### config.mk
export PLATFORM = sky130hd
export DESIGN_NAME = sgtc_regs
export DESIGN_NICKNAME = d
export VERILOG_FILES = /design/src/hdl/sgtc_pkg.sv /design/src/hdl/sgtc_regs.sv
export SDC_FILE = /design/constraint.sdc
export NUM_CORES = 1
export LEC_CHECK = 0
export BUFFER_PORTS_ARGS = -buffer_cell sky130_fd_sc_hd__buf_2
export CAP_MARGIN = 20
export CORE_MARGIN = 1.5
export CORE_UTILIZATION = 45
export CTS_CLUSTER_DIAMETER = 40
export DETAILED_ROUTE_END_ITERATION = 16
export PLACE_DENSITY_LB_ADDON = 0.05
export SLEW_MARGIN = 20
export SYNTH_ARGS = -nofsm -noshare
export SYNTH_HDL_FRONTEND = slang
export SYNTH_SLANG_ARGS = --single-unit
### constraint.sdc
create_clock -name clk -period 2.22 [get_ports clk]
set_input_delay 0.444 -clock clk [delete_from_list [all_inputs] [get_ports clk]]
set_output_delay 0.444 -clock clk [all_outputs]
set_load 0.02 [all_outputs]
### src/hdl/sgtc_pkg.sv
package sgtc_pkg;

  // Glyph geometry
  localparam int GLYPH_COLS    = 6;
  localparam int SCALE         = 2;
  localparam int GLYPH_ROWS    = 8;
  localparam int GLYPH_COUNT   = 128;

  localparam int FONT_DEPTH    = GLYPH_COUNT * GLYPH_COLS;
  localparam int FONT_AW       = $clog2(FONT_DEPTH);
  localparam int CELL_W        = GLYPH_COLS * SCALE;
  localparam int CELL_H        = GLYPH_ROWS * SCALE;
  localparam int BYTES_PER_COL = SCALE * SCALE;
  localparam int BITS_PER_BYTE = GLYPH_ROWS / SCALE;
  localparam int COL_IW        = (GLYPH_COLS > 1) ? $clog2(GLYPH_COLS) : 1;
  localparam int BYTE_IW       = (BYTES_PER_COL > 1) ? $clog2(BYTES_PER_COL) : 1;

  // Register map
  localparam int NUM_REGS = 5;
  localparam int CFG_AW   = $clog2(4 * NUM_REGS);
  localparam int REG_IW   = CFG_AW - 2;

  localparam logic [REG_IW-1:0] REG_AREA_LEFT   = REG_IW'(0);
  localparam logic [REG_IW-1:0] REG_AREA_TOP    = REG_IW'(1);
  localparam logic [REG_IW-1:0] REG_AREA_RIGHT  = REG_IW'(2);
  localparam logic [REG_IW-1:0] REG_AREA_BOTTOM = REG_IW'(3);
  localparam logic [REG_IW-1:0] REG_FILL_COLOR  = REG_IW'(4);

  localparam logic [7:0]  AREA_LEFT_RST   = 8'd0;
  localparam logic [7:0]  AREA_TOP_RST    = 8'd0;
  localparam logic [7:0]  AREA_RIGHT_RST  = 8'd127;
  localparam logic [7:0]  AREA_BOTTOM_RST = 8'd63;
  localparam logic [15:0] FILL_COLOR_RST  = 16'd0;

  // Input operations
  localparam logic [2:0] OP_PUT_CHAR   = 3'd0;
  localparam logic [2:0] OP_SET_CURSOR = 3'd1;
  localparam logic [2:0] OP_SAVE       = 3'd2;
  localparam logic [2:0] OP_RESTORE    = 3'd3;
  localparam logic [2:0] OP_FONT_WR    = 3'd4;

  // Result kinds
  localparam logic [1:0] KIND_FILL   = 2'd0;
  localparam logic [1:0] KIND_WINDOW = 2'd1;
  localparam logic [1:0] KIND_DATA   = 2'd2;

  typedef struct packed {
    logic [7:0]  area_left;
    logic [7:0]  area_top;
    logic [7:0]  area_right;
    logic [7:0]  area_bottom;
    logic [15:0] fill_color;
    logic        home;      // an area register is being written
    logic [7:0]  home_x;    // area_left as it stands after that write
    logic [7:0]  home_y;    // area_top as it stands after that write
  } cfg_t;

  // Clamp a coordinate to the 8-bit screen range
  function automatic logic [7:0] sat8(logic [9:0] v);
    sat8 = (v > 10'd255) ? 8'd255 : v[7:0];
  endfunction

  // Build one display byte of a column: each font bit repeated SCALE times,
  // bit 0 top, idx runs over the SCALE*SCALE bytes of the column
  function automatic logic [7:0] expand_byte(logic [7:0] col, logic [BYTE_IW-1:0] idx);
    logic [7:0] res;
    int         grp;
    int         src;
    grp = int'(idx) % SCALE;
    for (int d = 0; d < 8; d++) begin
      src    = grp * BITS_PER_BYTE + d / SCALE;
      res[d] = col[src];
    end
    return res;
  endfunction

endpackage

### src/hdl/sgtc_regs.sv
module sgtc_regs import sgtc_pkg::*; (
  input  logic              clk,
  input  logic              rst_n,
  input  logic              psel,
  input  logic              penable,
  input  logic              pwrite,
  input  logic [CFG_AW-1:0] paddr,
  input  logic [31:0]       pwdata,
  output logic [31:0]       prdata,
  output logic              pready,
  output cfg_t              cfg
);

  logic [7:0]        area_left_r;
  logic [7:0]        area_top_r;
  logic [7:0]        area_right_r;
  logic [7:0]        area_bottom_r;
  logic [15:0]       fill_color_r;
  logic              wr_en;
  logic [REG_IW-1:0] reg_idx;
  logic              area_wr;

  assign pready  = 1'b1;
  assign wr_en   = psel && penable && pwrite;
  assign reg_idx = paddr[CFG_AW-1:2];
  assign area_wr = wr_en && (reg_idx == REG_AREA_LEFT || reg_idx == REG_AREA_TOP ||
                             reg_idx == REG_AREA_RIGHT || reg_idx == REG_AREA_BOTTOM);

  // Take register writes in the access cycle
  always_ff @(posedge clk) begin
    if (!rst_n) begin
      area_left_r   <= AREA_LEFT_RST;
      area_top_r    <= AREA_TOP_RST;
      area_right_r  <= AREA_RIGHT_RST;
      area_bottom_r <= AREA_BOTTOM_RST;
      fill_color_r  <= FILL_COLOR_RST;
    end else if (wr_en) begin
      case (reg_idx)
        REG_AREA_LEFT:   area_left_r   <= pwdata[7:0];
        REG_AREA_TOP:    area_top_r    <= pwdata[7:0];
        REG_AREA_RIGHT:  area_right_r  <= pwdata[7:0];
        REG_AREA_BOTTOM: area_bottom_r <= pwdata[7:0];
        REG_FILL_COLOR:  fill_color_r  <= pwdata[15:0];
        default: ;
      endcase
    end
  end

  // Read back
  always_comb begin
    case (reg_idx)
      REG_AREA_LEFT:   prdata = {24'd0, area_left_r};
      REG_AREA_TOP:    prdata = {24'd0, area_top_r};
      REG_AREA_RIGHT:  prdata = {24'd0, area_right_r};
      REG_AREA_BOTTOM: prdata = {24'd0, area_bottom_r};
      REG_FILL_COLOR:  prdata = {16'd0, fill_color_r};
      default:         prdata = 32'd0;
    endcase
  end

  // Home position carries the value being written so the cursors see it at once
  always_comb begin
    cfg.area_left   = area_left_r;
    cfg.area_top    = area_top_r;
    cfg.area_right  = area_right_r;
    cfg.area_bottom = area_bottom_r;
    cfg.fill_color  = fill_color_r;
    cfg.home        = area_wr;
    cfg.home_x      = (wr_en && reg_idx == REG_AREA_LEFT) ? pwdata[7:0] : area_left_r;
    cfg.home_y      = (wr_en && reg_idx == REG_AREA_TOP) ? pwdata[7:0] : area_top_r;
  end

endmodule

# After elaboration in Yosys (flattened, before gate mapping)

Cells that the tools add are included.

Equality and inequality tests: 4
Muxes and demuxes: 3
Reductions and logical operators: 14

Operator list:

| operator                                       | count |
|---|---|
| one-hot mux 16 bit (5 select lines)            | 1 |
| 2-to-1 mux 8 bit                               | 2 |
| AND reduction 2 bit                            | 5 |
| == test 3 x 2 -> 1 bit (second input constant) | 2 |
| logical AND 1 bit                              | 5 |
| == test 3 x 1 -> 1 bit (second input constant) | 1 |
| == test 3 bit (second input constant)          | 1 |
| zero test 3 bit                                | 1 |
| logical OR 1 bit                               | 3 |

Register bits: 48
Input port bits: 42
Word-level logic and storage cells: 26

# Logic depth before layout (Yosys ltp)

Word-level depth: 5
Mapped depth: 5
Mapped depth without buffers: 3

# Worst setup path before layout

OpenSTA, ideal clock, no wires.

Path type: input to output
From: in paddr[2]
To: out cfg[1] in the netlist's numbering
Data arrival time: 1.625 ns
Required time: 1.776 ns
Slack: 0.151 ns
Cell stages on the path: 5
Cell sequence: buf_4 > nand4_1 > nor3_4 > buf_6 > mux2_2

RTL lines:

| item            | line            | text |
|---|---|---|
| start, declared | sgtc_regs.sv:7  | `input logic [CFG_AW-1:0] paddr,` |
| end, declared   | sgtc_regs.sv:11 | `output cfg_t cfg` |

==> run_results.csv <==
group,metric,value,unit
floorplan,die-width,79.60,um
worst_setup_path,critPathTopFamily,"simple AND/OR/NAND/NOR gates",
yosys,yosys.area_share.simple,17.82,%
yosys,synthCells,277,
worst_setup_path,regToRegSetupSlack,1.57,ns
clock_network,cts.hold.buffers_added,0,
worst_setup_path,critPathLaunch,"paddr[4]",
worst_setup_path,critical_path.reg2reg.endpoint,"area_left_r[7]",
clock_network,clkLatencyLatePin,0.30,ns
route,postRouteAntennaNets,0,
worst_setup_path,cp_num_buf_inv,2,
worst_setup_path,cp.depth,4,
route,vias_per_cell,4.840,
clock_network,bufs_on_longest_clock_path,2,
timing,drv_slew,0,
worst_setup_path,max_stage_delay,0.69,ns
clock_network,cts_sink_count,48,
yosys,ys_seq_elements,48,
placement,dp_hpwl,4462,um
worst_setup_path,critPathCapture,"cfg[15]",
clock_network,htreeDepth,2,
route,drt_pre_antenna_iters,4,
worst_setup_path,worst-setup-path-type,"in2out",
power_and_ir_drop,maximum_resistive_drop_on_vdd,0.3598,mV
yosys,share_of_the_yosys_chip_area_belonging_to_registers,36.40,%
grt,grt.overflow.total,0,
timing,post-route-min-period,2.184,ns
timing,fin_crit_sh,98.38,%
yosys,synth_compound_area_share,4.028,%
floorplan,die_area,6335,um2
timing,finalHoldViolCount,0,
timing,setup-tns-final,0,ns
floorplan,fp-row-count,27,
cells_and_area,final_common_cell,"buf_2",
cells_and_area,diodes,0,
yosys,synth.cell_area,2640,um2
worst_setup_path,critical_path.cell_chain,"buf_2 -> or4_4 -> mux2_4 -> buf_2",
yosys,synth.avg_cell_area,9.531,um2
worst_setup_path,worstSetupEndpointType,"primary output",
worst_setup_path,critical_path.max_fanout,14,
route,drt-initial-drc-count,82,
route,route.vias.total,2207,
route,detail_route.wirelength,6266,um
grt,grt_pass1_vias,1946,
placement,finalWeightedCongestion,0.7634,
clock_network,path_clk_slew,0.08,ns
yosys,yosys.area_share.adder,0,%
yosys,synthXorXnorAreaFrac,0,%
yosys,ys_types,30,
placement,post-place-cells,446,
worst_setup_path,rr_worst_depth,2,
yosys,yosys-mux-area-fraction,31.47,%
route,drc_errors,0,
timing,max_freq,457.9,MHz
floorplan,floorplan.io_pins,140,
worst_setup_path,worst-endpoint-arrival,1.74,ns
floorplan,die-height,79.60,um
grt,initial_antenna_violation_count,0,
placement,io_buffer_count,104,
cells_and_area,final_cell_mix,"buf_2 (103), mux2i_1 (62), nand2_1 (53), dfxtp_1 (48), nor2b_1 (20)",
worst_setup_path,worst_ep_required,1.78,ns
route,wl_per_cell,13.74,um
cells_and_area,area.growth.synth_to_final,25.07,%
yosys,synth_top_family_by_area,"multiplexers",
cells_and_area,fin_cells,456,
cells_and_area,nNetsFinal,425,
run_status,run_status,"finished, final reports clean",
power_and_ir_drop,leakage,0.001695,uW
grt,grt_start_max_net_pins,50,
run,timing.max_cap.violations,0,
clock_network,numCtsBuffers,5,
floorplan,fp.coreArea,5574,um2
power_and_ir_drop,cellPowerDensity,496.5,nW/um2
timing,grt_setup_unrepaired,"false",
yosys,ys_warn_count,0,
timing,fin_worst_skew,0,ns
floorplan,initial_util,47.36,%
cells_and_area,drive_gt1_share,39.84,%
grt,grt_usage,20.20,%
worst_setup_path,worstSetupStartpointType,"primary input",
timing,finalSetupViolCount,0,
clock_network,root_buffer,"clkbuf_8",
grt,global_route_wire_length_before_repair,9880,um
clock_network,tritoncts_clock_tree,"done",
worst_setup_path,rr_startpoint,"area_left_r[7]",
hold_path,hold_path.class,"in2reg",
worst_setup_path,critPathSlowestCell,"or4_4",
worst_setup_path,path_common_cell,"buf_2",
## worst min-delay path: cells and delay by family
family                 cells  cell delay, ns
buffers and inverters      1            0.09
multiplexers               1            0.05
AND/OR/NAND/NOR            1            0.04
## routing by layer
metal  vias up  global-route usage (%)  share of wire (%)
met1      1011                   28.21                 48
met2        74                   30.68                 44
met4         0                   4.737                1.0
met5         -                       0                  0
met3         6                   5.714                6.5
li1       1116                       -                  -
## power by group
part           internal [uW]  total, uW  switching, uW
clock network            255        543            288
registers                867        872           5.10
logic                   83.8        225            141
## what timing repair did
action / in CTS / in global routing
hold endpoints to repair: 0 / 0
buffers inserted: 0 / 2
setup endpoints to repair: 0 / 2
gates resized for setup: 0 / 2
## state kept, by name, indices dropped and copies added, names as in the netlist
name / cells
area_left_r: 8
area_top_r: 8
area_bottom_r: 8
fill_color_r: 16
area_right_r: 8
## cells in the mapped netlist
library cell / count / area share [%]
buf_4: 22 / 6.3
nand3_2: 1 / 0.38
or3_2: 1 / 0.28
nand4_1: 1 / 0.24
nand2b_1: 2 / 0.47
mux2i_1: 62 / 24
a21o_1: 6 / 1.7
nor4b_1: 1 / 0.33
buf_2: 3 / 0.57
o21ai_0: 2 / 0.38
inv_1: 1 / 0.14
or2_2: 1 / 0.24
conb_1: 2 / 0.28
nor3b_1: 1 / 0.28
dfxtp_1: 48 / 36
or4_4: 1 / 0.43
mux4_2: 1 / 0.85
buf_6: 2 / 0.85
mux2_4: 2 / 1.1
mux2_2: 14 / 6.0
nor2b_1: 20 / 4.7
nor2_2: 1 / 0.24
nor2_1: 1 / 0.14
nor3_4: 1 / 0.62
o21a_1: 1 / 0.28
buf_12: 1 / 0.76
and2_1: 8 / 1.9
o22ai_1: 7 / 1.7
clkbuf_1: 10 / 1.4
nand2_1: 53 / 7.5
## area by class of cell
type                    instances  area [um2]
clock buffers                   8       90.09
well taps                      72       90.09
multi-input cells             205        1483
fillers                       519        2272
flip-flops and latches         48       960.9
inverters                       1       3.754
repair buffers                122       674.4
## how the worst min path moves through the flow
stage	start	to	slack, ns	depth (start not counted)
finish	pwdata[10]	fill_color_r[10]	0.38	3
global route	pwdata[10]	fill_color_r[10]	0.37	3
CTS	pwdata[10]	fill_color_r[10]	0.37	3
detailed placement	fill_color_r[13]	fill_color_r[13]	0.46	2
global placement	fill_color_r[8]	fill_color_r[8]	0.45	2
floorplan	fill_color_r[10]	fill_color_r[10]	0.54	2
## stage by stage
step | area [um2] | power, uW | hold slack, ns | utilization [%] | setup slack, ns
floorplan | 2696 | 1066 | 0.5409 | - | 0.1508
global placement | 3191 | 1115 | 0.4518 | 57.24 | 0.02402
detailed placement | 3191 | 1116 | 0.4581 | 57.24 | 0.02100
CTS | 3281 | 1651 | 0.3731 | 58.86 | 0.01842
global route | 3302 | 1712 | 0.3747 | 59.24 | 0.01096
finish | 3302 | 1640 | 0.3819 | 59.24 | 0.03601
## logic make-up after synthesis
| group | Yosys count |
|---|---|
| other cells | 2 |
| mux | 79 |
| buf+inv | 39 |
| flops | 48 |
| simple gates | 93 |
| compound gates | 16 |
Power figures use the tool's default switching activity.
