`src/hdl/sgtc_pkg.sv`:
```
package sgtc_pkg;

  // Glyph geometry
  localparam int GLYPH_COLS    = 6;
  localparam int SCALE         = 2;
  localparam int GLYPH_ROWS    = 8;
  localparam int GLYPH_COUNT   = 128;

  localparam int FONT_DEPTH    = GLYPH_COUNT * GLYPH_COLS;
  localparam int FONT_AW       = $clog2(FONT_DEPTH);
  localparam int CELL_W        = GLYPH_COLS * SCALE;
  localparam int CELL_H        = GLYPH_ROWS * SCALE;
  localparam int BYTES_PER_COL = SCALE * SCALE;
  localparam int BITS_PER_BYTE = GLYPH_ROWS / SCALE;
  localparam int COL_IW        = (GLYPH_COLS > 1) ? $clog2(GLYPH_COLS) : 1;
  localparam int BYTE_IW       = (BYTES_PER_COL > 1) ? $clog2(BYTES_PER_COL) : 1;

  // Register map
  localparam int NUM_REGS = 5;
  localparam int CFG_AW   = $clog2(4 * NUM_REGS);
  localparam int REG_IW   = CFG_AW - 2;

  localparam logic [REG_IW-1:0] REG_AREA_LEFT   = REG_IW'(0);
  localparam logic [REG_IW-1:0] REG_AREA_TOP    = REG_IW'(1);
  localparam logic [REG_IW-1:0] REG_AREA_RIGHT  = REG_IW'(2);
  localparam logic [REG_IW-1:0] REG_AREA_BOTTOM = REG_IW'(3);
  localparam logic [REG_IW-1:0] REG_FILL_COLOR  = REG_IW'(4);

  localparam logic [7:0]  AREA_LEFT_RST   = 8'd0;
  localparam logic [7:0]  AREA_TOP_RST    = 8'd0;
  localparam logic [7:0]  AREA_RIGHT_RST  = 8'd127;
  localparam logic [7:0]  AREA_BOTTOM_RST = 8'd63;
  localparam logic [15:0] FILL_COLOR_RST  = 16'd0;

  // Input operations
  localparam logic [2:0] OP_PUT_CHAR   = 3'd0;
  localparam logic [2:0] OP_SET_CURSOR = 3'd1;
  localparam logic [2:0] OP_SAVE       = 3'd2;
  localparam logic [2:0] OP_RESTORE    = 3'd3;
  localparam logic [2:0] OP_FONT_WR    = 3'd4;

  // Result kinds
  localparam logic [1:0] KIND_FILL   = 2'd0;
  localparam logic [1:0] KIND_WINDOW = 2'd1;
  localparam logic [1:0] KIND_DATA   = 2'd2;

  typedef struct packed {
    logic [7:0]  area_left;
    logic [7:0]  area_top;
    logic [7:0]  area_right;
    logic [7:0]  area_bottom;
    logic [15:0] fill_color;
    logic        home;      // an area register is being written
    logic [7:0]  home_x;    // area_left as it stands after that write
    logic [7:0]  home_y;    // area_top as it stands after that write
  } cfg_t;

  // Clamp a coordinate to the 8-bit screen range
  function automatic logic [7:0] sat8(logic [9:0] v);
    sat8 = (v > 10'd255) ? 8'd255 : v[7:0];
  endfunction

  // Build one display byte of a column: each font bit repeated SCALE times,
  // bit 0 top, idx runs over the SCALE*SCALE bytes of the column
  function automatic logic [7:0] expand_byte(logic [7:0] col, logic [BYTE_IW-1:0] idx);
    logic [7:0] res;
    int         grp;
    int         src;
    grp = int'(idx) % SCALE;
    for (int d = 0; d < 8; d++) begin
      src    = grp * BITS_PER_BYTE + d / SCALE;
      res[d] = col[src];
    end
    return res;
  endfunction

endpackage

```
`src/hdl/sgtc_chan_if.sv`:
```
interface sgtc_in_if;
  logic       valid;
  logic       ready;
  logic [2:0] op;
  logic [6:0] char_code;
  logic [7:0] text_col;
  logic [7:0] text_row;
  logic [7:0] font_byte;

  modport source (output valid, op, char_code, text_col, text_row, font_byte,
                  input ready);
  modport sink (input valid, op, char_code, text_col, text_row, font_byte,
                output ready);
endinterface

interface sgtc_out_if;
  logic        valid;
  logic        ready;
  logic [1:0]  kind;
  logic [7:0]  rect_left;
  logic [7:0]  rect_top;
  logic [7:0]  rect_right;
  logic [7:0]  rect_bottom;
  logic [15:0] color;
  logic [7:0]  data_byte;
  logic        last;

  modport source (output valid, kind, rect_left, rect_top, rect_right, rect_bottom,
                  color, data_byte, last, input ready);
  modport sink (input valid, kind, rect_left, rect_top, rect_right, rect_bottom,
                color, data_byte, last, output ready);
endinterface

```
`src/hdl/sgtc_render.sv`:
```
module sgtc_render import sgtc_pkg::*; (
  input  logic               clk,
  input  logic               rst_n,
  input  cfg_t               cfg,
  sgtc_in_if.sink            in_ch,
  sgtc_out_if.source         out_ch,
  output logic               font_we,
  output logic [FONT_AW-1:0] font_waddr,
  output logic [7:0]         font_wdata,
  output logic               font_re,
  output logic [FONT_AW-1:0] font_raddr,
  input  logic [7:0]         font_rdata
);

  typedef enum logic [4:0] {
    S_IDLE = 5'b00001,
    S_PREP = 5'b00010,
    S_FILL = 5'b00100,
    S_WIN  = 5'b01000,
    S_DATA = 5'b10000
  } state_t;

  state_t               state_r, state_nxt;
  logic [7:0]           cur_x_r, cur_y_r, sav_x_r, sav_y_r;
  logic [7:0]           win_l_r, win_t_r, win_r_r, win_b_r;
  logic [FONT_AW-1:0]   base_r;
  logic                 glyph_ok_r;
  logic [COL_IW-1:0]    col_r;
  logic [BYTE_IW-1:0]   byte_r;

  logic                 out_valid_r;
  logic [1:0]           out_kind_r;
  logic [7:0]           out_l_r, out_t_r, out_rt_r, out_b_r, out_data_r;
  logic [15:0]          out_color_r;
  logic                 out_last_r;

  logic                 in_acc;
  logic                 can_load;
  logic                 beat_go;
  logic                 col_last, byte_last;
  logic [FONT_AW-1:0]   code_base;
  logic                 code_ok;

  // Line-feed and window arithmetic
  logic [8:0]           end_x0;
  logic                 lf;
  logic [7:0]           cx;
  logic [8:0]           cy9;
  logic [9:0]           ey10;
  logic                 wrap;
  logic [7:0]           cy_fin;
  logic [8:0]           ex, ey_fin;

  // Set-cursor arithmetic
  logic [15:0]          px, py;

  // Beat being loaded into the output register
  logic [1:0]           b_kind;
  logic [7:0]           b_l, b_t, b_rt, b_b, b_data;
  logic [15:0]          b_color;
  logic                 b_last;

  assign in_ch.ready = (state_r == S_IDLE);
  assign in_acc      = in_ch.valid && in_ch.ready;
  assign can_load    = !out_valid_r || out_ch.ready;
  assign beat_go     = can_load && (state_r == S_FILL || state_r == S_WIN || state_r == S_DATA);
  assign col_last    = (col_r == COL_IW'(GLYPH_COLS - 1));
  assign byte_last   = (byte_r == BYTE_IW'(BYTES_PER_COL - 1));
  assign code_base   = FONT_AW'(in_ch.char_code) * FONT_AW'(GLYPH_COLS);
  assign code_ok     = int'(in_ch.char_code) < GLYPH_COUNT;

  // Advance or wrap the cursor for the glyph about to be drawn
  always_comb begin
    end_x0 = {1'b0, cur_x_r} + 9'(CELL_W);
    lf     = end_x0 > {1'b0, cfg.area_right};
    cx     = lf ? cfg.area_left : cur_x_r;
    cy9    = lf ? ({1'b0, cur_y_r} + 9'(CELL_H)) : {1'b0, cur_y_r};
    ey10   = {1'b0, cy9} + 10'(CELL_H);
    wrap   = lf && (ey10 > {2'b00, cfg.area_bottom});
    cy_fin = wrap ? cfg.area_top : cy9[7:0];
    ex     = {1'b0, cx} + 9'(CELL_W);
    ey_fin = {1'b0, cy_fin} + 9'(CELL_H);
  end

  // Text position to pixel position
  assign px = 16'(cfg.area_left) + 16'(in_ch.text_col) * 16'(CELL_W);
  assign py = 16'(cfg.area_top) + 16'(in_ch.text_row) * 16'(CELL_H);

  // Font store access: write on a font load, read a column ahead of its data words
  always_comb begin
    font_we    = in_acc && in_ch.op == OP_FONT_WR && code_ok &&
                 int'(in_ch.text_col) < GLYPH_COLS;
    font_waddr = code_base + FONT_AW'(in_ch.text_col);
    font_wdata = in_ch.font_byte;
    font_re    = 1'b0;
    font_raddr = code_base;
    if (in_acc && in_ch.op == OP_PUT_CHAR) begin
      font_re = 1'b1;
    end else if (state_r == S_DATA && beat_go && byte_last && !col_last) begin
      font_re    = 1'b1;
      font_raddr = base_r + FONT_AW'(col_r) + FONT_AW'(1);
    end
  end

  // Sequencer
  always_comb begin
    state_nxt = state_r;
    case (state_r)
      S_IDLE: if (in_acc && in_ch.op == OP_PUT_CHAR) state_nxt = S_PREP;
      S_PREP: state_nxt = lf ? S_FILL : S_WIN;
      S_FILL: if (beat_go) state_nxt = S_WIN;
      S_WIN:  if (beat_go) state_nxt = S_DATA;
      S_DATA: if (beat_go && byte_last && col_last) state_nxt = S_IDLE;
      default: state_nxt = S_IDLE;
    endcase
  end

  always_ff @(posedge clk) begin
    if (!rst_n) begin
      state_r <= S_IDLE;
    end else begin
      state_r <= state_nxt;
    end
  end

  // Cursor and saved cursor
  always_ff @(posedge clk) begin
    if (!rst_n) begin
      cur_x_r <= AREA_LEFT_RST;
      cur_y_r <= AREA_TOP_RST;
      sav_x_r <= AREA_LEFT_RST;
      sav_y_r <= AREA_TOP_RST;
    end else if (cfg.home) begin
      cur_x_r <= cfg.home_x;
      cur_y_r <= cfg.home_y;
      sav_x_r <= cfg.home_x;
      sav_y_r <= cfg.home_y;
    end else if (state_r == S_PREP) begin
      cur_x_r <= sat8({1'b0, ex});
      cur_y_r <= cy_fin;
    end else if (in_acc) begin
      case (in_ch.op)
        OP_SET_CURSOR: begin
          cur_x_r <= (px > 16'(cfg.area_right)) ? cfg.area_left : px[7:0];
          cur_y_r <= (py > 16'(cfg.area_bottom)) ? cfg.area_top : py[7:0];
        end
        OP_SAVE: begin
          sav_x_r <= cur_x_r;
          sav_y_r <= cur_y_r;
        end
        OP_RESTORE: begin
          cur_x_r <= sav_x_r;
          cur_y_r <= sav_y_r;
        end
        default: ;
      endcase
    end
  end

  // Glyph context and word counters
  always_ff @(posedge clk) begin
    if (in_acc && in_ch.op == OP_PUT_CHAR) begin
      base_r     <= code_base;
      glyph_ok_r <= code_ok;
    end
    if (state_r == S_PREP) begin
      win_l_r <= cx;
      win_t_r <= cy_fin;
      win_r_r <= sat8({1'b0, ex});
      win_b_r <= sat8({1'b0, ey_fin});
    end
    if (state_r == S_WIN) begin
      col_r  <= '0;
      byte_r <= '0;
    end else if (state_r == S_DATA && beat_go) begin
      if (byte_last) begin
        byte_r <= '0;
        col_r  <= col_r + COL_IW'(1);
      end else begin
        byte_r <= byte_r + BYTE_IW'(1);
      end
    end
  end

  // Select the word to present
  always_comb begin
    b_kind  = KIND_DATA;
    b_l     = 8'd0;
    b_t     = 8'd0;
    b_rt    = 8'd0;
    b_b     = 8'd0;
    b_color = 16'd0;
    b_data  = 8'd0;
    b_last  = 1'b0;
    case (state_r)
      S_FILL: begin
        b_kind  = KIND_FILL;
        b_l     = cfg.area_left;
        b_t     = win_t_r;
        b_rt    = cfg.area_right;
        b_b     = win_b_r;
        b_color = cfg.fill_color;
      end
      S_WIN: begin
        b_kind = KIND_WINDOW;
        b_l    = win_l_r;
        b_t    = win_t_r;
        b_rt   = win_r_r;
        b_b    = win_b_r;
      end
      S_DATA: begin
        b_data = glyph_ok_r ? expand_byte(font_rdata, byte_r) : 8'd0;
        b_last = byte_last && col_last;
      end
      default: ;
    endcase
  end

  // Output register: load a new word when empty or being taken
  always_ff @(posedge clk) begin
    if (!rst_n) begin
      out_valid_r <= 1'b0;
    end else if (beat_go) begin
      out_valid_r <= 1'b1;
    end else if (out_ch.ready) begin
      out_valid_r <= 1'b0;
    end
  end

  always_ff @(posedge clk) begin
    if (beat_go) begin
      out_kind_r  <= b_kind;
      out_l_r     <= b_l;
      out_t_r     <= b_t;
      out_rt_r    <= b_rt;
      out_b_r     <= b_b;
      out_color_r <= b_color;
      out_data_r  <= b_data;
      out_last_r  <= b_last;
    end
  end

  assign out_ch.valid       = out_valid_r;
  assign out_ch.kind        = out_kind_r;
  assign out_ch.rect_left   = out_l_r;
  assign out_ch.rect_top    = out_t_r;
  assign out_ch.rect_right  = out_rt_r;
  assign out_ch.rect_bottom = out_b_r;
  assign out_ch.color       = out_color_r;
  assign out_ch.data_byte   = out_data_r;
  assign out_ch.last        = out_last_r;

endmodule

```
`src/flat_wrapper.sv`:
```
// flat-port wrapper written by rule: the top's interface ports become plain ports
module sgtc_render_flat import sgtc_pkg::*;
  (clk, rst_n, cfg, font_we, font_waddr, font_wdata, font_re, font_raddr, font_rdata, in_ch_valid, in_ch_op, in_ch_char_code, in_ch_text_col, in_ch_text_row, in_ch_font_byte, in_ch_ready, out_ch_valid, out_ch_kind, out_ch_rect_left, out_ch_rect_top, out_ch_rect_right, out_ch_rect_bottom, out_ch_color, out_ch_data_byte, out_ch_last, out_ch_ready);
  sgtc_in_if in_ch_i ();
  sgtc_out_if out_ch_i ();
  input  logic clk;
  input  logic rst_n;
  input  cfg_t cfg;
  output logic font_we;
  output logic [FONT_AW-1:0] font_waddr;
  output logic [7:0] font_wdata;
  output logic font_re;
  output logic [FONT_AW-1:0] font_raddr;
  input  logic [7:0] font_rdata;
  input wire logic [$bits(in_ch_i.valid)-1:0] in_ch_valid;
  input wire logic [$bits(in_ch_i.op)-1:0] in_ch_op;
  input wire logic [$bits(in_ch_i.char_code)-1:0] in_ch_char_code;
  input wire logic [$bits(in_ch_i.text_col)-1:0] in_ch_text_col;
  input wire logic [$bits(in_ch_i.text_row)-1:0] in_ch_text_row;
  input wire logic [$bits(in_ch_i.font_byte)-1:0] in_ch_font_byte;
  output wire logic [$bits(in_ch_i.ready)-1:0] in_ch_ready;
  output wire logic [$bits(out_ch_i.valid)-1:0] out_ch_valid;
  output wire logic [$bits(out_ch_i.kind)-1:0] out_ch_kind;
  output wire logic [$bits(out_ch_i.rect_left)-1:0] out_ch_rect_left;
  output wire logic [$bits(out_ch_i.rect_top)-1:0] out_ch_rect_top;
  output wire logic [$bits(out_ch_i.rect_right)-1:0] out_ch_rect_right;
  output wire logic [$bits(out_ch_i.rect_bottom)-1:0] out_ch_rect_bottom;
  output wire logic [$bits(out_ch_i.color)-1:0] out_ch_color;
  output wire logic [$bits(out_ch_i.data_byte)-1:0] out_ch_data_byte;
  output wire logic [$bits(out_ch_i.last)-1:0] out_ch_last;
  input wire logic [$bits(out_ch_i.ready)-1:0] out_ch_ready;
  assign in_ch_i.valid = in_ch_valid;
  assign in_ch_i.op = in_ch_op;
  assign in_ch_i.char_code = in_ch_char_code;
  assign in_ch_i.text_col = in_ch_text_col;
  assign in_ch_i.text_row = in_ch_text_row;
  assign in_ch_i.font_byte = in_ch_font_byte;
  assign in_ch_ready = in_ch_i.ready;
  assign out_ch_valid = out_ch_i.valid;
  assign out_ch_kind = out_ch_i.kind;
  assign out_ch_rect_left = out_ch_i.rect_left;
  assign out_ch_rect_top = out_ch_i.rect_top;
  assign out_ch_rect_right = out_ch_i.rect_right;
  assign out_ch_rect_bottom = out_ch_i.rect_bottom;
  assign out_ch_color = out_ch_i.color;
  assign out_ch_data_byte = out_ch_i.data_byte;
  assign out_ch_last = out_ch_i.last;
  assign out_ch_i.ready = out_ch_ready;
  sgtc_render u_core (.clk(clk), .rst_n(rst_n), .cfg(cfg), .in_ch(in_ch_i), .out_ch(out_ch_i), .font_we(font_we), .font_waddr(font_waddr), .font_wdata(font_wdata), .font_re(font_re), .font_raddr(font_raddr), .font_rdata(font_rdata));
endmodule
```
`config.mk`:
```
export PLATFORM = sky130hd
export DESIGN_NAME = sgtc_render_flat
export DESIGN_NICKNAME = d
export VERILOG_FILES = /design/src/hdl/sgtc_pkg.sv /design/src/hdl/sgtc_chan_if.sv /design/src/hdl/sgtc_render.sv /design/src/flat_wrapper.sv
export SDC_FILE = /design/constraint.sdc
export NUM_CORES = 1
export LEC_CHECK = 0
export ABC_AREA = 1
export ABC_CLOCK_PERIOD_IN_PS = 6000
export BUFFER_PORTS_ARGS = -buffer_cell sky130_fd_sc_hd__buf_2
export CAP_MARGIN = 20
export CORE_MARGIN = 4
export CORE_UTILIZATION = 51
export DETAILED_ROUTE_END_ITERATION = 6
export GPL_ROUTABILITY_DRIVEN = 0
export PLACE_DENSITY = 0.83
export SLEW_MARGIN = 20
export SYNTH_ARGS = -nofsm -noshare
export SYNTH_HDL_FRONTEND = slang
export SYNTH_SLANG_ARGS = --single-unit
```
`constraint.sdc`:
```
create_clock -name clk -period 6 [get_ports clk]
set_clock_uncertainty 0.15 [all_clocks]
set_input_delay 1.2 -clock clk [delete_from_list [all_inputs] [get_ports clk]]
set_output_delay 1.2 -clock clk [all_outputs]
set_load 0.01 [all_outputs]
```
== Word level (Yosys, flattened, before mapping) ==
Index checks and enable logic that the tools add are counted.
Storage, ports and cells
  register bits: 142
  bits of input ports: 111
  output and inout bits: 91
  word-level logic and storage cells: 142
Cells by class
  $add $sub $neg: 15
  multipliers: 2
  magnitude comparators: 11
  equal/unequal tests: 16
  muxes and demuxes: 49
  reduce and logical (&&, ||, !) cells: 28
Operators by type and width (count)
  $mux 8: 19
  $lt 32x5->1 const B: 3
  $pmux 8 s2: 4
  $gt 16x8->1: 2
  $add 8x12->13: 2
  $pmux 5 s5: 1
  $mux 10: 2
  $mux 5: 4
  $add 8x4->9 const B: 2
  $add 8x5->9 const B: 2
  $gt 9x8->1 const B: 2
  $logic_and 1x1->1: 12
  $mux 1: 12
  $add 10x1->10 const B: 1
  $add 10x3->10: 1
  $add 10x8->10: 1
  $add 9x5->10 const B: 1
  $gt 10x8->1: 1
  $mul 8x2->10 const B: 1
  $bmux 1 s3: 3
  $gt 9x8->1: 1
  $mul 7x2->9 const B: 1
  $mux 9: 1
  $add 3x2->4 const B: 2
  29 further kinds: 40

== Longest topological paths before layout ==
  word-level depth: 9
  mapped depth: 37
  depth with buffers taken out: 36

== Worst setup path after synthesis ==
Ideal clock, no wire load.
  path type: input -> register
  start point: input cfg[45] (netlist name)
  end point: register u_core.win_b_r[6], data pin
  library setup time: 265 ps
  data arrival time: 4665 ps
  required time: 5585 ps
  slack: 921 ps
  cell stages on the path: 30
  path buffers: 1
  cells stage by stage: inv_1 > ha_1 > nand2_1 > nor2_1 > nand3_1 > or2_4 > nand2_4 > buf_6 > xor2_1 > inv_1 > ha_1 > ha_1 > nand2_1 > nor2_1 > nand2_1 > nand2_1 > o21ai_0 > nand2_1 > nand2_1 > nand2_1 > o21bai_4 > nand2_4 > nand2_1 > nand2_1 > ha_1 > nand3b_1 > nand3_2 > nor2_2 > nand2_2 > nand3_1
Between the ends
  cells in the longest elaborated chain, start to end: 8
RTL lines
  from (decl): RTL line flat_wrapper.sv:8  | input cfg_t cfg;
  $gt 9x8->1 *: RTL line sgtc_render.sv:75  | lf = end_x0 > {1'b0, cfg.area_right};
  $mux 9: RTL line sgtc_render.sv:77  | cy9 = lf ? ({1'b0, cur_y_r} + 9'(CELL_H)) : {1'b0, cur_y_r};
  $add 9x5->10: RTL line sgtc_render.sv:78  | ey10 = {1'b0, cy9} + 10'(CELL_H);
  $gt 10x8->1: RTL line sgtc_render.sv:79  | wrap = lf && (ey10 > {2'b00, cfg.area_bottom});
  $logic_and 1x1->1: RTL line sgtc_render.sv:79
  $mux 8 *: RTL line sgtc_render.sv:80  | cy_fin = wrap ? cfg.area_top : cy9[7:0];
  net u_core.cy_fin[5]: RTL line sgtc_render.sv:51  | logic [7:0] cy_fin;
  $add 8x5->9 *: RTL line sgtc_render.sv:82  | ey_fin = {1'b0, cy_fin} + 9'(CELL_H);
  $gt 9x8->1: RTL line sgtc_pkg.sv:60  | sat8 = (v > 10'd255) ? 8'd255 : v[7:0];
  to (signal assigned): RTL line sgtc_render.sv:170  | win_b_r <= sat8({1'b0, ey_fin});
  to (decl): RTL line sgtc_render.sv:25  | logic [7:0] win_l_r, win_t_r, win_r_r, win_b_r;
Mark *: on every way through the listed nets, which the timed path passes. The rest lies on a longest branch.
A chain may end at the register's enable or synchronous reset.

== Worst setup path after layout ==
  start point: register u_core.cur_x_r[2]
  end point: register u_core.win_b_r[0], data pin
Between the ends
  cells in the longest elaborated chain, start to end: 9
RTL lines
  from (decl): RTL line sgtc_render.sv:24  | logic [7:0] cur_x_r, cur_y_r, sav_x_r, sav_y_r;
  from (signal assigned): RTL line sgtc_render.sv:134  | cur_x_r <= cfg.home_x;
  from (signal assigned): RTL line sgtc_render.sv:139  | cur_x_r <= sat8({1'b0, ex});
  from (signal assigned): RTL line sgtc_render.sv:144  | cur_x_r <= (px > 16'(cfg.area_right)) ? cfg.area_left : px[7:0];
  $add 8x4->9 *: RTL line sgtc_render.sv:74  | end_x0 = {1'b0, cur_x_r} + 9'(CELL_W);
  $gt 9x8->1 *: RTL line sgtc_render.sv:75
  $mux 9: RTL line sgtc_render.sv:77
  $add 9x5->10: RTL line sgtc_render.sv:78
  $gt 10x8->1: RTL line sgtc_render.sv:79
  $logic_and 1x1->1: RTL line sgtc_render.sv:79
  $mux 8 *: RTL line sgtc_render.sv:80
  net u_core.cy_fin[5]: RTL line sgtc_render.sv:51
  $add 8x5->9 *: RTL line sgtc_render.sv:82
  $gt 9x8->1 *: RTL line sgtc_pkg.sv:60
Marks and branches as above.

==> run metrics <==
run status=completed; maximum clock rate=183.5 MHz; total number of vias=8252; Port Buf Inserts=185; top-count cell post-synth=nand2_1; die span in y=142.3 um; CTS tree=yes; largest net degree at the start of global routing=58; Core Area=17480 um2; total grt overflow=0; crit start category=flip-flop; Hold Path Class=flip-flop to flip-flop; syn nets=1324; GR met3 Demand/Resource=5.679%; worst setup margin=0.5511 ns; share of the synthesized area in the top cell type=31.36%; CTS buffer count=17; CP Max Fanout=17; initial antenna violation count=0; n_diodes=0; endpoints failing hold=0; DP HPWL=18390 um; grt met2 use=37.44%; GR Util All Layers=23.27%; hold_ws=0.3240 ns; cells after synthesis=1125; CP peak stage delay=0.38 ns; Power Density=266.7 nW/um2; Max Cap Viol=0; CP most frequent cell=nand2_1; # DRC=0; worst rel slew slack=37.99%; clock buffer depth=2; DRT Pass-1 Iters=5; setup TNS=0 ns; Avg Inst Size Synth=8.172 um2; starting density of the core=52.61%; power share of the clock group=36.3%; Die ar.=20240 um2; critical path class=flip-flop to flip-flop; Final Cycle Share=90.81%; H-Tree Depth=4; CP max stage cell=dfxtp_1; switching power=0.9569 mW; Area Overhead vs Synth=17.60%; setup bufs post-CTS=0; clk slew on worst S/H paths=0.07 ns; Antenna Nets Post-Route=0; RSZ-0062 raised after global routing=false; Worst EP arrival=5.46 ns; internal cell power=1.927 mW; worst vdd ir=0.2165 mV; Core Util, Final=61.86%; num rows=48; leading area contributor after synthesis=edfxtp_1; Synth cell types=53; GRT Max-Usage Layer=met2; Root Driver=clkbuf_16; vias per cell=5.383; Slew Limit Fails=0; iteration-0 DRC count of the detailed router=668; WL per Instance=15.46 um; Worst EP required=6.01 ns; Switching Fraction=33.18%; NumNets Final=1494; Period minus WS final=5.449 ns; Comb power frac=26.3%; Pleak=5.246 nW; register area share after synthesis=40.72%; Global Route met1 Usage=31.22%; Synthesis Warnings=0; die width=142.3 um; final setup fails=0; prevailing post-synth register cell=edfxtp_1; CTS resizes=0; fraction of registers with async set/reset=0%; Clock Sinks=139; first-pass GRT wire length=37980 um; vias in the first global route=7866; sequential power share=37.4%; Synth area leaders=edfxtp_1 31%, ha_1 11%, nand2_1 9.8%; Critical Path End Type=flip-flop; Cell Area, Synth=9194 um2; most frequent cells after synthesis=240 x nand2_1, 182 x inv_1, 96 x edfxtp_1, 85 x nor2_1, 82 x ha_1; Hold Buf Count CTS=0; synthesized flop and latch total=139; Clock Latency Late Sink=0.43 ns; Detailed Route WL=23700 um; Post-synth EDFFs=96; actual slew at the worst max-slew pin=0.9292 ns; share of layout cells above drive strength 1=19.42%; Post-Place Worst Slack=0.3508 ns; I/O pin cnt=202
-- critical path, delay by kind of cell (launching register included) --
kind                       cells  cell delay [ns]
AOI/OAI and AO/OA              2             0.23
xor gates and xnor gates       2             0.41
adders and majority gates      5             1.41
buffers and inverters          3             0.36
DFF                            1             0.38
and+or+nand+nor               21             2.24
-- final timing paths --
check | start | to | slack (ns) | depth (start not counted)
worst max register to register | u_core.cur_x_r[2]$_SDFFE_PN0P_ | u_core.win_b_r[0]$_SDFFCE_PN1P_ | 0.55 | 33
worst min register to register | u_core.sav_x_r[5]$_SDFFE_PN0P_ | u_core.sav_x_r[5]$_SDFFE_PN0P_ | 0.32 | 2
worst max-delay path | u_core.cur_x_r[2]$_SDFFE_PN0P_ | u_core.win_b_r[0]$_SDFFCE_PN1P_ | 0.55 | 33
worst min-delay path | u_core.sav_x_r[5]$_SDFFE_PN0P_ | u_core.sav_x_r[5]$_SDFFE_PN0P_ | 0.32 | 2
-- routing by layer --
| layer | vias to the layer above | part of all wire (%) |
|---|---|---|
| li1 | 4065 | - |
| met1 | 3758 | 42 |
| met2 | 378 | 47 |
| met3 | 51 | 9.2 |
| met4 | 0 | 2.2 |
| met5 | - | 0 |
-- logic make-up after synthesis --
logic type                 synth area share, %
and+or+nand+nor                          21.60
buffers and inverters                    9.975
AOI/OAI and AO/OA                        11.70
DFF                                      40.72
adders and majority gates                12.47
xor gates and xnor gates                 3.429
muxes                                   0.1089
-- power by group through the flow --
stage	Clock (mW)	Combinational [mW]	Sequential (mW)
finish	1.05	0.759	1.08
global placement	0	0.715	1.10
global route	1.10	0.852	1.08
CTS	1.06	0.749	1.08
detailed placement	0	0.741	1.10
floorplan	0	0.541	1.09
-- per-stage QoR --
| stage | total power [mW] | instance area, um2 | instances |
|---|---|---|---|
| floorplan | 1.633 | 9194 | 1125 |
| detailed placement | 1.838 | 10220 | 1501 |
| CTS | 2.887 | 10810 | 1533 |
| global route | 3.035 | 10810 | 1533 |
| finish | 2.884 | 10810 | 1533 |
| global placement | 1.811 | 10220 | 1501 |
-- placed cells by master, fill, tap and decap left out, types with 29 or more instances in the layout --
cell type | netlist | final
edfxtp_1 | 96 | 96
buf_2 | 1 | 185
nand3_1 | 68 | 68
o21ai_0 | 65 | 65
inv_1 | 182 | 182
xor2_1 | 29 | 29
nor2_1 | 85 | 85
a21oi_1 | 58 | 58
dfxtp_1 | 43 | 43
ha_1 | 82 | 82
nand2_1 | 240 | 240
-- state kept, by name, indices dropped and copies added, names as in the netlist, 3 cells and up --
register	flops
u_core.out_ch.rect_left	8
u_core.sav_y_r	8
u_core.out_ch.rect_top	8
u_core.cur_x_r	8
u_core.state_r	5
u_core.out_ch.rect_right	8
u_core.base_r	9
u_core.win_l_r	8
u_core.col_r	3
u_core.win_r_r	8
u_core.out_ch.color	16
u_core.out_ch.rect_bottom	8
u_core.out_ch.data_byte	4
u_core.cur_y_r	8
u_core.win_b_r	8
u_core.sav_x_r	8
u_core.win_t_r	8
-- area by class of cell --
cell class | count | area, um2
clock buffer | 17 | 425.4
tap | 225 | 281.5
sequential | 139 | 3744
timing repair buffer | 189 | 955.9
clock inverter | 15 | 162.7
multi-input combinational | 761 | 4541
inverter | 187 | 701.9
fill | 1501 | 6665
Power figures use the tool's default switching activity.
